===== src/rtl/core/smsd_pkg.sv =====
// Shared types, constants and helper functions for the slave clock minute sync driver.
package smsd_pkg;

	// drive run shape
	localparam int RampSteps     = 9;
	localparam int MinutesPerDay = 1440;
	localparam int ResetShown    = 9 * 60 + 44;
	localparam int StepW         = $clog2(RampSteps + 1);

	// field widths
	localparam int CmdW    = 1;
	localparam int HourW   = 5;
	localparam int MinuteW = 6;
	localparam int SecondW = 6;
	localparam int LevelW  = 8;
	localparam int DurW    = 11;
	localparam int ShownW  = 12;
	localparam int TimeW   = 11;   // hour*60+minute+1 tops out at 1924

	// register widths and reset values
	localparam int StepMsW    = 8;
	localparam int HoldMsW    = 10;
	localparam int AheadW     = 6;
	localparam int StepMsRst  = 30;
	localparam int HoldMsRst  = 200;
	localparam int AheadRst   = 10;

	// APB port
	localparam int AddrW = 4;
	localparam int DataW = 32;
	localparam int RegIdxW = 2;

	localparam logic [LevelW-1:0] LevelFull = '1;
	localparam logic [LevelW-1:0] LevelOff  = '0;

	// command codes
	typedef enum logic [CmdW-1:0] {
		CMD_TICK = 1'b0,
		CMD_SET  = 1'b1
	} cmd_t;

	// register index codes (word address)
	typedef enum logic [RegIdxW-1:0] {
		REG_STEP_MS = 2'd0,
		REG_HOLD_MS = 2'd1,
		REG_AHEAD   = 2'd2
	} reg_idx_t;

	typedef struct packed {
		logic [StepMsW-1:0] step_ms;
		logic [HoldMsW-1:0] hold_ms;
		logic [AheadW-1:0]  ahead_window;
	} cfg_t;

	// request from the decision stage to start one drive run
	typedef struct packed {
		logic                     start;
		logic                     even;
		logic signed [ShownW-1:0] after;
	} run_req_t;

	// drive level for ramp step k: 255 minus the ramp table entry
	function automatic logic [LevelW-1:0] ramp_level(input logic [StepW-1:0] k);
		logic [LevelW-1:0] v;
		begin
			case (k)
				4'd0:    v = 8'd0;
				4'd1:    v = 8'd4;
				4'd2:    v = 8'd8;
				4'd3:    v = 8'd16;
				4'd4:    v = 8'd32;
				4'd5:    v = 8'd64;
				4'd6:    v = 8'd128;
				4'd7:    v = 8'd192;
				default: v = 8'd255;
			endcase
			ramp_level = LevelFull - v;
		end
	endfunction

endpackage


===== src/rtl/core/slave_clock_minute_sync_driver.sv =====
// Top level of the slave clock minute sync driver: register file, decision stage, drive sequencer.
//
// Usage:
//  - Input channel (in_valid / in_stall): one word per command. cmd = set loads
//    the shown minute from hour and minute (mod 1440); cmd = tick carries the
//    local time once per second and is compared against the shown minute.
//  - Output channel (out_valid / out_stall): a tick that finds the clock behind
//    produces one drive run of ten words: nine PWM ramp steps then one off step
//    with last = 1. Every word of a run carries the shown minute after the run.
//  - Flow: a word is registered in the input register and decided there; a
//    drive run is then started in the sequencer state, and its first word goes
//    on to the result register; words without results finish in the decision cycle.
//  - Throughput: one input word per cycle for set and idle ticks; a drive run
//    occupies the sequencer, one result word per cycle while out_stall is low, and runs
//    follow each other with no gap. A further run-causing tick waits in the
//    input register, which then raises in_stall.
//  - Output stall: the result register holds its word and the sequencer pauses;
//    input words keep flowing until a new run is needed.
//  - Reset (arst_n low): shown minute 09:44, step 30 ms, hold 200 ms, ahead
//    window 10 minutes, both channels empty.
module slave_clock_minute_sync_driver (
	input  logic                               clk,
	input  logic                               arst_n,
	// configuration port
	input  logic                               psel,
	input  logic                               penable,
	input  logic                               pwrite,
	input  logic [smsd_pkg::AddrW-1:0]         paddr,
	input  logic [smsd_pkg::DataW-1:0]         pwdata,
	output logic [smsd_pkg::DataW-1:0]         prdata,
	output logic                               pready,
	// input words
	input  logic                               in_valid,
	output logic                               in_stall,
	input  logic [smsd_pkg::CmdW-1:0]          cmd,
	input  logic [smsd_pkg::HourW-1:0]         hour,
	input  logic [smsd_pkg::MinuteW-1:0]       minute,
	input  logic [smsd_pkg::SecondW-1:0]       second,
	// result words
	output logic                               out_valid,
	input  logic                               out_stall,
	output logic [smsd_pkg::LevelW-1:0]        coil_a_level,
	output logic [smsd_pkg::LevelW-1:0]        coil_b_level,
	output logic [smsd_pkg::DurW-1:0]          duration_ms,
	output logic signed [smsd_pkg::ShownW-1:0] shown_after,
	output logic                               last
);

	smsd_pkg::cfg_t     cfg;
	smsd_pkg::run_req_t run_req;
	logic               can_start;

	// settings registers
	smsd_cfg u_cfg (
		.clk     (clk),
		.arst_n  (arst_n),
		.psel    (psel),
		.penable (penable),
		.pwrite  (pwrite),
		.paddr   (paddr),
		.pwdata  (pwdata),
		.prdata  (prdata),
		.pready  (pready),
		.cfg     (cfg)
	);

	// shown-minute state and per-word decision
	smsd_decide u_decide (
		.clk       (clk),
		.arst_n    (arst_n),
		.in_valid  (in_valid),
		.in_stall  (in_stall),
		.cmd       (cmd),
		.hour      (hour),
		.minute    (minute),
		.second    (second),
		.cfg       (cfg),
		.can_start (can_start),
		.run_req   (run_req)
	);

	// ten-step drive run sequencer with result register
	smsd_drive u_drive (
		.clk          (clk),
		.arst_n       (arst_n),
		.run_req      (run_req),
		.cfg          (cfg),
		.can_start    (can_start),
		.out_valid    (out_valid),
		.out_stall    (out_stall),
		.coil_a_level (coil_a_level),
		.coil_b_level (coil_b_level),
		.duration_ms  (duration_ms),
		.shown_after  (shown_after),
		.last         (last)
	);

endmodule


===== src/rtl/core/smsd_cfg.sv =====
// APB register file holding step, hold and ahead-window settings.
module smsd_cfg (
	input  logic                          clk,
	input  logic                          arst_n,
	input  logic                          psel,
	input  logic                          penable,
	input  logic                          pwrite,
	input  logic [smsd_pkg::AddrW-1:0]    paddr,
	input  logic [smsd_pkg::DataW-1:0]    pwdata,
	output logic [smsd_pkg::DataW-1:0]    prdata,
	output logic                          pready,
	output smsd_pkg::cfg_t                cfg
);

	smsd_pkg::cfg_t   cfg_q;
	smsd_pkg::reg_idx_t idx;
	logic             wr_en;

	assign pready = 1'b1;
	assign idx    = smsd_pkg::reg_idx_t'(paddr[smsd_pkg::AddrW-1:2]);
	assign wr_en  = psel && penable && pwrite && pready;
	assign cfg    = cfg_q;

	always_ff @(posedge clk or negedge arst_n) begin
		if (!arst_n) begin
			cfg_q.step_ms      <= smsd_pkg::StepMsW'(smsd_pkg::StepMsRst);
			cfg_q.hold_ms      <= smsd_pkg::HoldMsW'(smsd_pkg::HoldMsRst);
			cfg_q.ahead_window <= smsd_pkg::AheadW'(smsd_pkg::AheadRst);
		end else if (wr_en) begin
			case (idx)
				smsd_pkg::REG_STEP_MS: cfg_q.step_ms <= pwdata[smsd_pkg::StepMsW-1:0];
				smsd_pkg::REG_HOLD_MS: cfg_q.hold_ms <= pwdata[smsd_pkg::HoldMsW-1:0];
				smsd_pkg::REG_AHEAD:   cfg_q.ahead_window <= pwdata[smsd_pkg::AheadW-1:0];
				default: ;
			endcase
		end
	end

	always_comb begin
		prdata = '0;
		case (idx)
			smsd_pkg::REG_STEP_MS: prdata = smsd_pkg::DataW'(cfg_q.step_ms);
			smsd_pkg::REG_HOLD_MS: prdata = smsd_pkg::DataW'(cfg_q.hold_ms);
			smsd_pkg::REG_AHEAD:   prdata = smsd_pkg::DataW'(cfg_q.ahead_window);
			default:               prdata = '0;
		endcase
	end

endmodule


===== src/rtl/core/smsd_decide.sv =====
// Input register, shown-minute state and per-word decision (set, idle, drive, roll back).
module smsd_decide (
	input  logic                               clk,
	input  logic                               arst_n,
	input  logic                               in_valid,
	output logic                               in_stall,
	input  logic [smsd_pkg::CmdW-1:0]          cmd,
	input  logic [smsd_pkg::HourW-1:0]         hour,
	input  logic [smsd_pkg::MinuteW-1:0]       minute,
	input  logic [smsd_pkg::SecondW-1:0]       second,
	input  smsd_pkg::cfg_t                     cfg,
	input  logic                               can_start,
	output smsd_pkg::run_req_t                 run_req
);

	localparam int CmpW = smsd_pkg::ShownW + 1;

	logic                                valid_s1;
	logic [smsd_pkg::CmdW-1:0]           cmd_s1;
	logic [smsd_pkg::HourW-1:0]          hour_s1;
	logic [smsd_pkg::MinuteW-1:0]        minute_s1;
	logic [smsd_pkg::SecondW-1:0]        second_s1;
	logic signed [smsd_pkg::ShownW-1:0]  shown_q;

	logic [smsd_pkg::TimeW-1:0]          hour60;
	logic [smsd_pkg::TimeW-1:0]          base;
	logic [smsd_pkg::TimeW-1:0]          target;
	logic [smsd_pkg::TimeW-1:0]          set_val;
	logic [smsd_pkg::ShownW-1:0]         limit;
	logic signed [CmpW-1:0]              shown_x;
	logic signed [CmpW-1:0]              target_x;
	logic signed [CmpW-1:0]              limit_x;
	logic signed [smsd_pkg::ShownW-1:0]  inc;
	logic signed [smsd_pkg::ShownW-1:0]  after;
	logic                                is_set;
	logic                                behind;
	logic                                too_far;
	logic                                needs_run;
	logic                                adv;

	// hour*60 = hour*64 - hour*4
	assign hour60  = {hour_s1, 6'b0} - smsd_pkg::TimeW'({hour_s1, 2'b0});
	assign base    = hour60 + smsd_pkg::TimeW'(minute_s1);
	assign target  = base + smsd_pkg::TimeW'(second_s1 == smsd_pkg::SecondW'(59));
	assign set_val = (base >= smsd_pkg::TimeW'(smsd_pkg::MinutesPerDay))
		? base - smsd_pkg::TimeW'(smsd_pkg::MinutesPerDay) : base;
	assign limit   = smsd_pkg::ShownW'(target) + smsd_pkg::ShownW'(cfg.ahead_window);

	assign shown_x  = CmpW'(shown_q);
	assign target_x = signed'({2'b00, target});
	assign limit_x  = signed'({1'b0, limit});

	assign is_set  = (smsd_pkg::cmd_t'(cmd_s1) == smsd_pkg::CMD_SET);
	assign behind  = shown_x < target_x;
	assign too_far = shown_x > limit_x;

	assign inc   = shown_q + smsd_pkg::ShownW'(1);
	assign after = (inc == smsd_pkg::ShownW'(smsd_pkg::MinutesPerDay)) ? '0 : inc;

	assign needs_run = valid_s1 && !is_set && behind;
	assign adv       = !valid_s1 || !needs_run || can_start;
	assign in_stall  = valid_s1 && !adv;

	assign run_req.start = needs_run && can_start;
	assign run_req.even  = !shown_q[0];
	assign run_req.after = after;

	always_ff @(posedge clk or negedge arst_n) begin
		if (!arst_n) begin
			valid_s1 <= 1'b0;
			shown_q  <= smsd_pkg::ShownW'(smsd_pkg::ResetShown);
		end else begin
			if (!in_stall) begin
				valid_s1 <= in_valid;
			end
			if (valid_s1 && adv) begin
				if (is_set) begin
					shown_q <= signed'(smsd_pkg::ShownW'(set_val));
				end else if (behind) begin
					shown_q <= after;
				end else if (too_far) begin
					shown_q <= shown_q - smsd_pkg::ShownW'(smsd_pkg::MinutesPerDay);
				end
			end
		end
	end

	always_ff @(posedge clk) begin
		if (!in_stall && in_valid) begin
			cmd_s1    <= cmd;
			hour_s1   <= hour;
			minute_s1 <= minute;
			second_s1 <= second;
		end
	end

	a_shown_range: assert property (@(posedge clk) disable iff (!arst_n)
		(shown_q >= -smsd_pkg::ShownW'(smsd_pkg::MinutesPerDay)) &&
		(shown_q < smsd_pkg::ShownW'(smsd_pkg::MinutesPerDay)))
		else $error("shown minute out of range");

	a_hold_only_on_run: assert property (@(posedge clk) disable iff (!arst_n)
		in_stall |-> needs_run && !can_start)
		else $error("input stalled without a pending drive run");

endmodule


===== src/rtl/core/smsd_drive.sv =====
// Drive run sequencer and result register: nine ramp steps and one off step per run.
module smsd_drive (
	input  logic                               clk,
	input  logic                               arst_n,
	input  smsd_pkg::run_req_t                 run_req,
	input  smsd_pkg::cfg_t                     cfg,
	output logic                               can_start,
	output logic                               out_valid,
	input  logic                               out_stall,
	output logic [smsd_pkg::LevelW-1:0]        coil_a_level,
	output logic [smsd_pkg::LevelW-1:0]        coil_b_level,
	output logic [smsd_pkg::DurW-1:0]          duration_ms,
	output logic signed [smsd_pkg::ShownW-1:0] shown_after,
	output logic                               last
);

	localparam logic [smsd_pkg::StepW-1:0] OffStep   = smsd_pkg::StepW'(smsd_pkg::RampSteps);
	localparam logic [smsd_pkg::StepW-1:0] FinalRamp = smsd_pkg::StepW'(smsd_pkg::RampSteps - 1);

	logic                                active_q;
	logic [smsd_pkg::StepW-1:0]          step_q;
	logic                                even_q;
	logic signed [smsd_pkg::ShownW-1:0]  after_q;
	logic                                out_valid_q;
	logic [smsd_pkg::LevelW-1:0]         coil_a_q;
	logic [smsd_pkg::LevelW-1:0]         coil_b_q;
	logic [smsd_pkg::DurW-1:0]           dur_q;
	logic signed [smsd_pkg::ShownW-1:0]  after_out_q;
	logic                                last_q;

	logic                                out_free;
	logic                                is_off;
	logic [smsd_pkg::LevelW-1:0]         r;
	logic [smsd_pkg::LevelW-1:0]         lvl_a;
	logic [smsd_pkg::LevelW-1:0]         lvl_b;
	logic [smsd_pkg::DurW-1:0]           dur;

	assign out_free  = !out_valid_q || !out_stall;
	assign is_off    = (step_q == OffStep);
	assign can_start = !active_q || (out_free && is_off);

	assign r     = smsd_pkg::ramp_level(step_q);
	assign lvl_a = is_off ? smsd_pkg::LevelOff : (even_q ? r : smsd_pkg::LevelFull);
	assign lvl_b = is_off ? smsd_pkg::LevelOff : (even_q ? smsd_pkg::LevelFull : r);

	always_comb begin
		if (is_off) begin
			dur = '0;
		end else if (step_q == FinalRamp) begin
			dur = smsd_pkg::DurW'(cfg.step_ms) + smsd_pkg::DurW'(cfg.hold_ms);
		end else begin
			dur = smsd_pkg::DurW'(cfg.step_ms);
		end
	end

	always_ff @(posedge clk or negedge arst_n) begin
		if (!arst_n) begin
			active_q    <= 1'b0;
			step_q      <= '0;
			out_valid_q <= 1'b0;
		end else begin
			if (out_free) begin
				out_valid_q <= active_q;
			end
			// a new run takes over right as the off step leaves
			if (run_req.start) begin
				active_q <= 1'b1;
				step_q   <= '0;
			end else if (out_free && active_q) begin
				step_q <= smsd_pkg::StepW'(step_q + 1'b1);
				if (is_off) begin
					active_q <= 1'b0;
				end
			end
		end
	end

	always_ff @(posedge clk) begin
		if (run_req.start) begin
			even_q  <= run_req.even;
			after_q <= run_req.after;
		end
		if (out_free && active_q) begin
			coil_a_q    <= lvl_a;
			coil_b_q    <= lvl_b;
			dur_q       <= dur;
			after_out_q <= after_q;
			last_q      <= is_off;
		end
	end

	assign out_valid    = out_valid_q;
	assign coil_a_level = coil_a_q;
	assign coil_b_level = coil_b_q;
	assign duration_ms  = dur_q;
	assign shown_after  = after_out_q;
	assign last         = last_q;

	a_step_range: assert property (@(posedge clk) disable iff (!arst_n)
		active_q |-> step_q <= OffStep)
		else $error("drive step counter past off step");

	a_off_step_quiet: assert property (@(posedge clk) disable iff (!arst_n)
		out_valid_q && last_q |-> coil_a_q == '0 && coil_b_q == '0 && dur_q == '0)
		else $error("off step carries drive");

	a_start_when_free: assert property (@(posedge clk) disable iff (!arst_n)
		run_req.start |-> can_start)
		else $error("run started while sequencer busy");

endmodule

===== config.mk =====
export PLATFORM = sky130hd
export DESIGN_NAME = slave_clock_minute_sync_driver
export DESIGN_NICKNAME = d
export VERILOG_FILES = /design/src/rtl/core/smsd_pkg.sv /design/src/rtl/core/slave_clock_minute_sync_driver.sv /design/src/rtl/core/smsd_cfg.sv /design/src/rtl/core/smsd_decide.sv /design/src/rtl/core/smsd_drive.sv
export SDC_FILE = /design/constraint.sdc
export NUM_CORES = 1
export LEC_CHECK = 0
export ABC_AREA = 1
export ABC_CLOCK_PERIOD_IN_PS = 7000
export BUFFER_PORTS_ARGS = -buffer_cell sky130_fd_sc_hd__buf_4
export CAP_MARGIN = 10
export CORE_ASPECT_RATIO = 2
export CORE_UTILIZATION = 42
export CTS_CLUSTER_DIAMETER = 200
export DETAILED_ROUTE_END_ITERATION = 10
export SYNTH_ARGS = -nofsm -noshare
export SYNTH_HDL_FRONTEND = slang
export SYNTH_HIERARCHICAL = 1
export SYNTH_SLANG_ARGS = --single-unit

===== constraint.sdc =====
create_clock -name clk -period 7 [get_ports clk]
set_input_delay 0.35 -clock clk [delete_from_list [all_inputs] [get_ports clk]]
set_output_delay 0.35 -clock clk [all_outputs]
set_load 0.1 [all_outputs]

==> flow_summary.ini <==
[critical_path]
reg2reg_slack_ps = 2580
crit_required_ps = 7250
cpMostUsedCell = nand2_1
worstReg2RegEnd = u_decide/shown_q[8]
endpoint_kind = flip-flop
cpMaxStageDelayCell = ha_1
rr_worst_depth = 32
critical_path_arrival_ps = 4660
start_kind = flip-flop
path_class = flip-flop to flip-flop
crit-reg2reg-launch = u_decide/hour_s1[0]
critPathMaxStageDelay_ps = 410
cp_max_fo = 8

[sta]
fmax_mhz = 226.5
final.setup.tns_ps = 0
finalHoldViolations = 0
skew_ps = 11.60
rsz0062_at_grt = false
min_period_over_period = 0.6308
tightestPinTransition_ps = 721.9
setup_viol = 0
layout_min_cycle_time_ps = 4416
relSlewSlack = 0.5182
finalMaxSlewViolations = 0

[synthesis]
ys_ff_latch = 112
synthArstFlopShare = 0.3839
syn_area_um2 = 7570
synth-main-ff-cell = edfxtp_1
avgSynthCellArea_um2 = 8.264
ys_warn_count = 6
synth_edf_count = 69
synth_cell_types = 50
synth_cells = 916
yosysSeqAreaShare = 0.4179

[floorplan]
initial_utilization = 0.4277
row_count = 69
die_y_um = 191.9
core_um2 = 17700
io_pins = 136
die_x_um = 96.93
die_area_um2 = 18600

[finish]
final_cell_mix = 302 x nand2_1, 100 x inv_1, 90 x buf_4
nNetsFinal = 1129
antenna_cells = 0
register_area_um2 = 3163
layout_commonest_cell = nand2_1
area_growth_pct = 14.79
multi_input_area_um2 = 3827
drive_gt1_frac = 0.2134
nFillCells = 1718

[detailed_routing]
drt_iter0_drc = 168
avgRoutedWirePerCell_um = 14.32
drc = 0
vias = 6107
postRouteAntennaNets = 0
viasPerCell = 4.965
dr.pass1.iters = 5
drt_wl_total_um = 17620

[global_route]
grt_pass1_wl_um = 28800
grt_pass1_vias = 5909
grt_overflow = 0
grt_max_degree = 44
antenna_found_initial = 0
grt_use_total = 0.1994

[power_and_ir_drop]
vdd_drop_max_uv = 209.3
p_sw_frac = 0.5423
seqPwrFrac = 0.281
power_density_nw_per_um2 = 469.3
combPwrFrac = 0.594
clkPwrFrac = 0.125
switching_power_mw = 2.212
p_total_mw = 4.078
internal-power_mw = 1.867
leakage_nw = 4.268

[flow_run]
cap_violations = 0

[place]
gp_congestion = 0.9118
io_buffers = 88
dpl.hpwl_um = 14350

[clock_network]
root_buffer = clkbuf_16
post_cts_buffers = 0
cts_made_buffers = 9
htree_levels = 3
cts.sinks = 112
clk_path_buf_depth = 2
ctsResizeCount = 0
clk_pin_slew_ps = 80
insertion_delay_ps = 360
cts_tree = built

[worst_hold_path]
hold_start = hour[4]
hp-class = primary input to flip-flop
holdPathStages = 1
worstHoldEndpoint = u_decide/hour_s1[4]

[status]
status = finished, final reports clean
==> per-layer routing <==
layer | GRT usage | up-vias | share of wire
met5 | 0 | - | 0
met4 | 0.1240 | 0 | 0.054
met3 | 0.02547 | 45 | 0.023
met2 | 0.4095 | 142 | 0.59
met1 | 0.1775 | 2807 | 0.33
li1 | - | 3113 | -
==> worst max-delay path by stage <==
| stage | startpoint | end |
|---|---|---|
| floorplan | u_decide/hour_s1[2] | u_drive/step_q[0] |
| global placement | u_decide/hour_s1[0] | u_decide/shown_q[8] |
| finish | u_decide/hour_s1[0] | u_decide/shown_q[8] |
| CTS | u_decide/hour_s1[0] | u_decide/shown_q[8] |
| global route | u_decide/hour_s1[0] | u_decide/shown_q[7] |
| detailed placement | u_decide/hour_s1[0] | u_decide/shown_q[8] |
==> worst max-delay path, delay by kind of cell (launching register included) <==
family,cells,cell delay (ps)
simple gates,17,1560
fa+ha+maj,3,1050
compound gates,6,790
flops,1,370
buf+inv,5,370
xor+xnor,1,180
==> flip-flops by register name, summed over array words and instances (netlist names) <==
name / cells
u_drive/coil_a_level: 7
u_decide/cmd_s1: 1
u_drive/after_q: 12
u_drive/coil_b_level: 7
u_drive/last: 1
u_decide/hour_s1: 5
u_decide/shown_q: 12
u_decide/valid_s1: 1
u_drive/active_q: 1
u_drive/duration_ms: 11
u_drive/even_q: 1
u_drive/shown_after: 12
u_drive/out_valid: 1
u_decide/second_s1: 6
u_cfg/cfg: 24
u_drive/step_q: 4
u_decide/minute_s1: 6
==> cells by family after synthesis <==
| group | Yosys count | synth area share |
|---|---|---|
| and+or+nand+nor | 499 | 0.3114 |
| buffers and inverters | 148 | 0.08777 |
| DFF | 112 | 0.4179 |
| AOI/OAI and AO/OA | 79 | 0.05835 |
| adders and majority gates | 56 | 0.09455 |
| xor gates and xnor gates | 20 | 0.02909 |
| other | 2 | 0.0009921 |
==> final cells by class <==
class	instances	area share
inverter	121	0.05270
tap	213	0.03067
sequential	112	0.3640
clock inverter	6	0.006911
clock buffer	10	0.02635
timing repair buffer	91	0.07891
multi-input combinational	677	0.4405
==> repair_timing <==
item                                    CTS  global route
hold buffers                              1             0
endpoints found under the hold margin     1             0
endpoints found under the setup margin    0             0
==> power groups by stage <==
stage | registers, mW | logic, mW | clock network (mW)
floorplan | 1.74 | 1.33 | 0
global placement | 1.16 | 2.41 | 0
detailed placement | 1.16 | 2.43 | 0
CTS | 1.15 | 2.44 | 0.527
global route | 1.17 | 2.65 | 0.551
finish | 1.15 | 2.42 | 0.510
==> Yosys cell counts (3+ instances only) <==
cell type	n	area, um2
nand2_1	302	1134
inv_1	100	375.4
edfxtp_1	69	2072
nand3_1	63	315.3
ha_1	54	675.7
nor2_1	38	142.6
a21oi_1	32	160.2
dfrtp_1	31	775.7
nand2_2	30	187.7
buf_4	26	195.2
o21ai_0	25	125.1
inv_2	18	67.56
dfstp_2	12	315.3
nand4_1	12	75.07
nor2_2	10	62.56
xnor2_1	10	87.58
nand3_2	8	80.08
o21ai_1	8	40.04
nand2_4	7	78.83
xor2_1	7	61.31
nor3_1	6	30.03
nor2_4	5	56.30
nor2_8	3	60.06
nor3_2	3	30.03
o21ai_2	3	26.28
or2_1	3	18.77
or2_2	3	18.77
==> through the flow <==
| step | setup slack, ps | cells | util | hold slack, ps | instance area, um2 |
|---|---|---|---|---|---|
| after CTS | 2591 | 1230 | 0.4910 | 147.9 | 8690 |
| after global placement | 2658 | 1213 | 0.4741 | 391.9 | 8391 |
| after floorplan | 2075 | 937 | - | 54.41 | 7649 |
| after detailed placement | 2620 | 1213 | 0.4741 | 392.7 | 8391 |
| after global routing | 2116 | 1230 | 0.4910 | 149.3 | 8690 |
| final | 2584 | 1230 | 0.4910 | 163.8 | 8690 |
(Power assumes the default switching activity.)
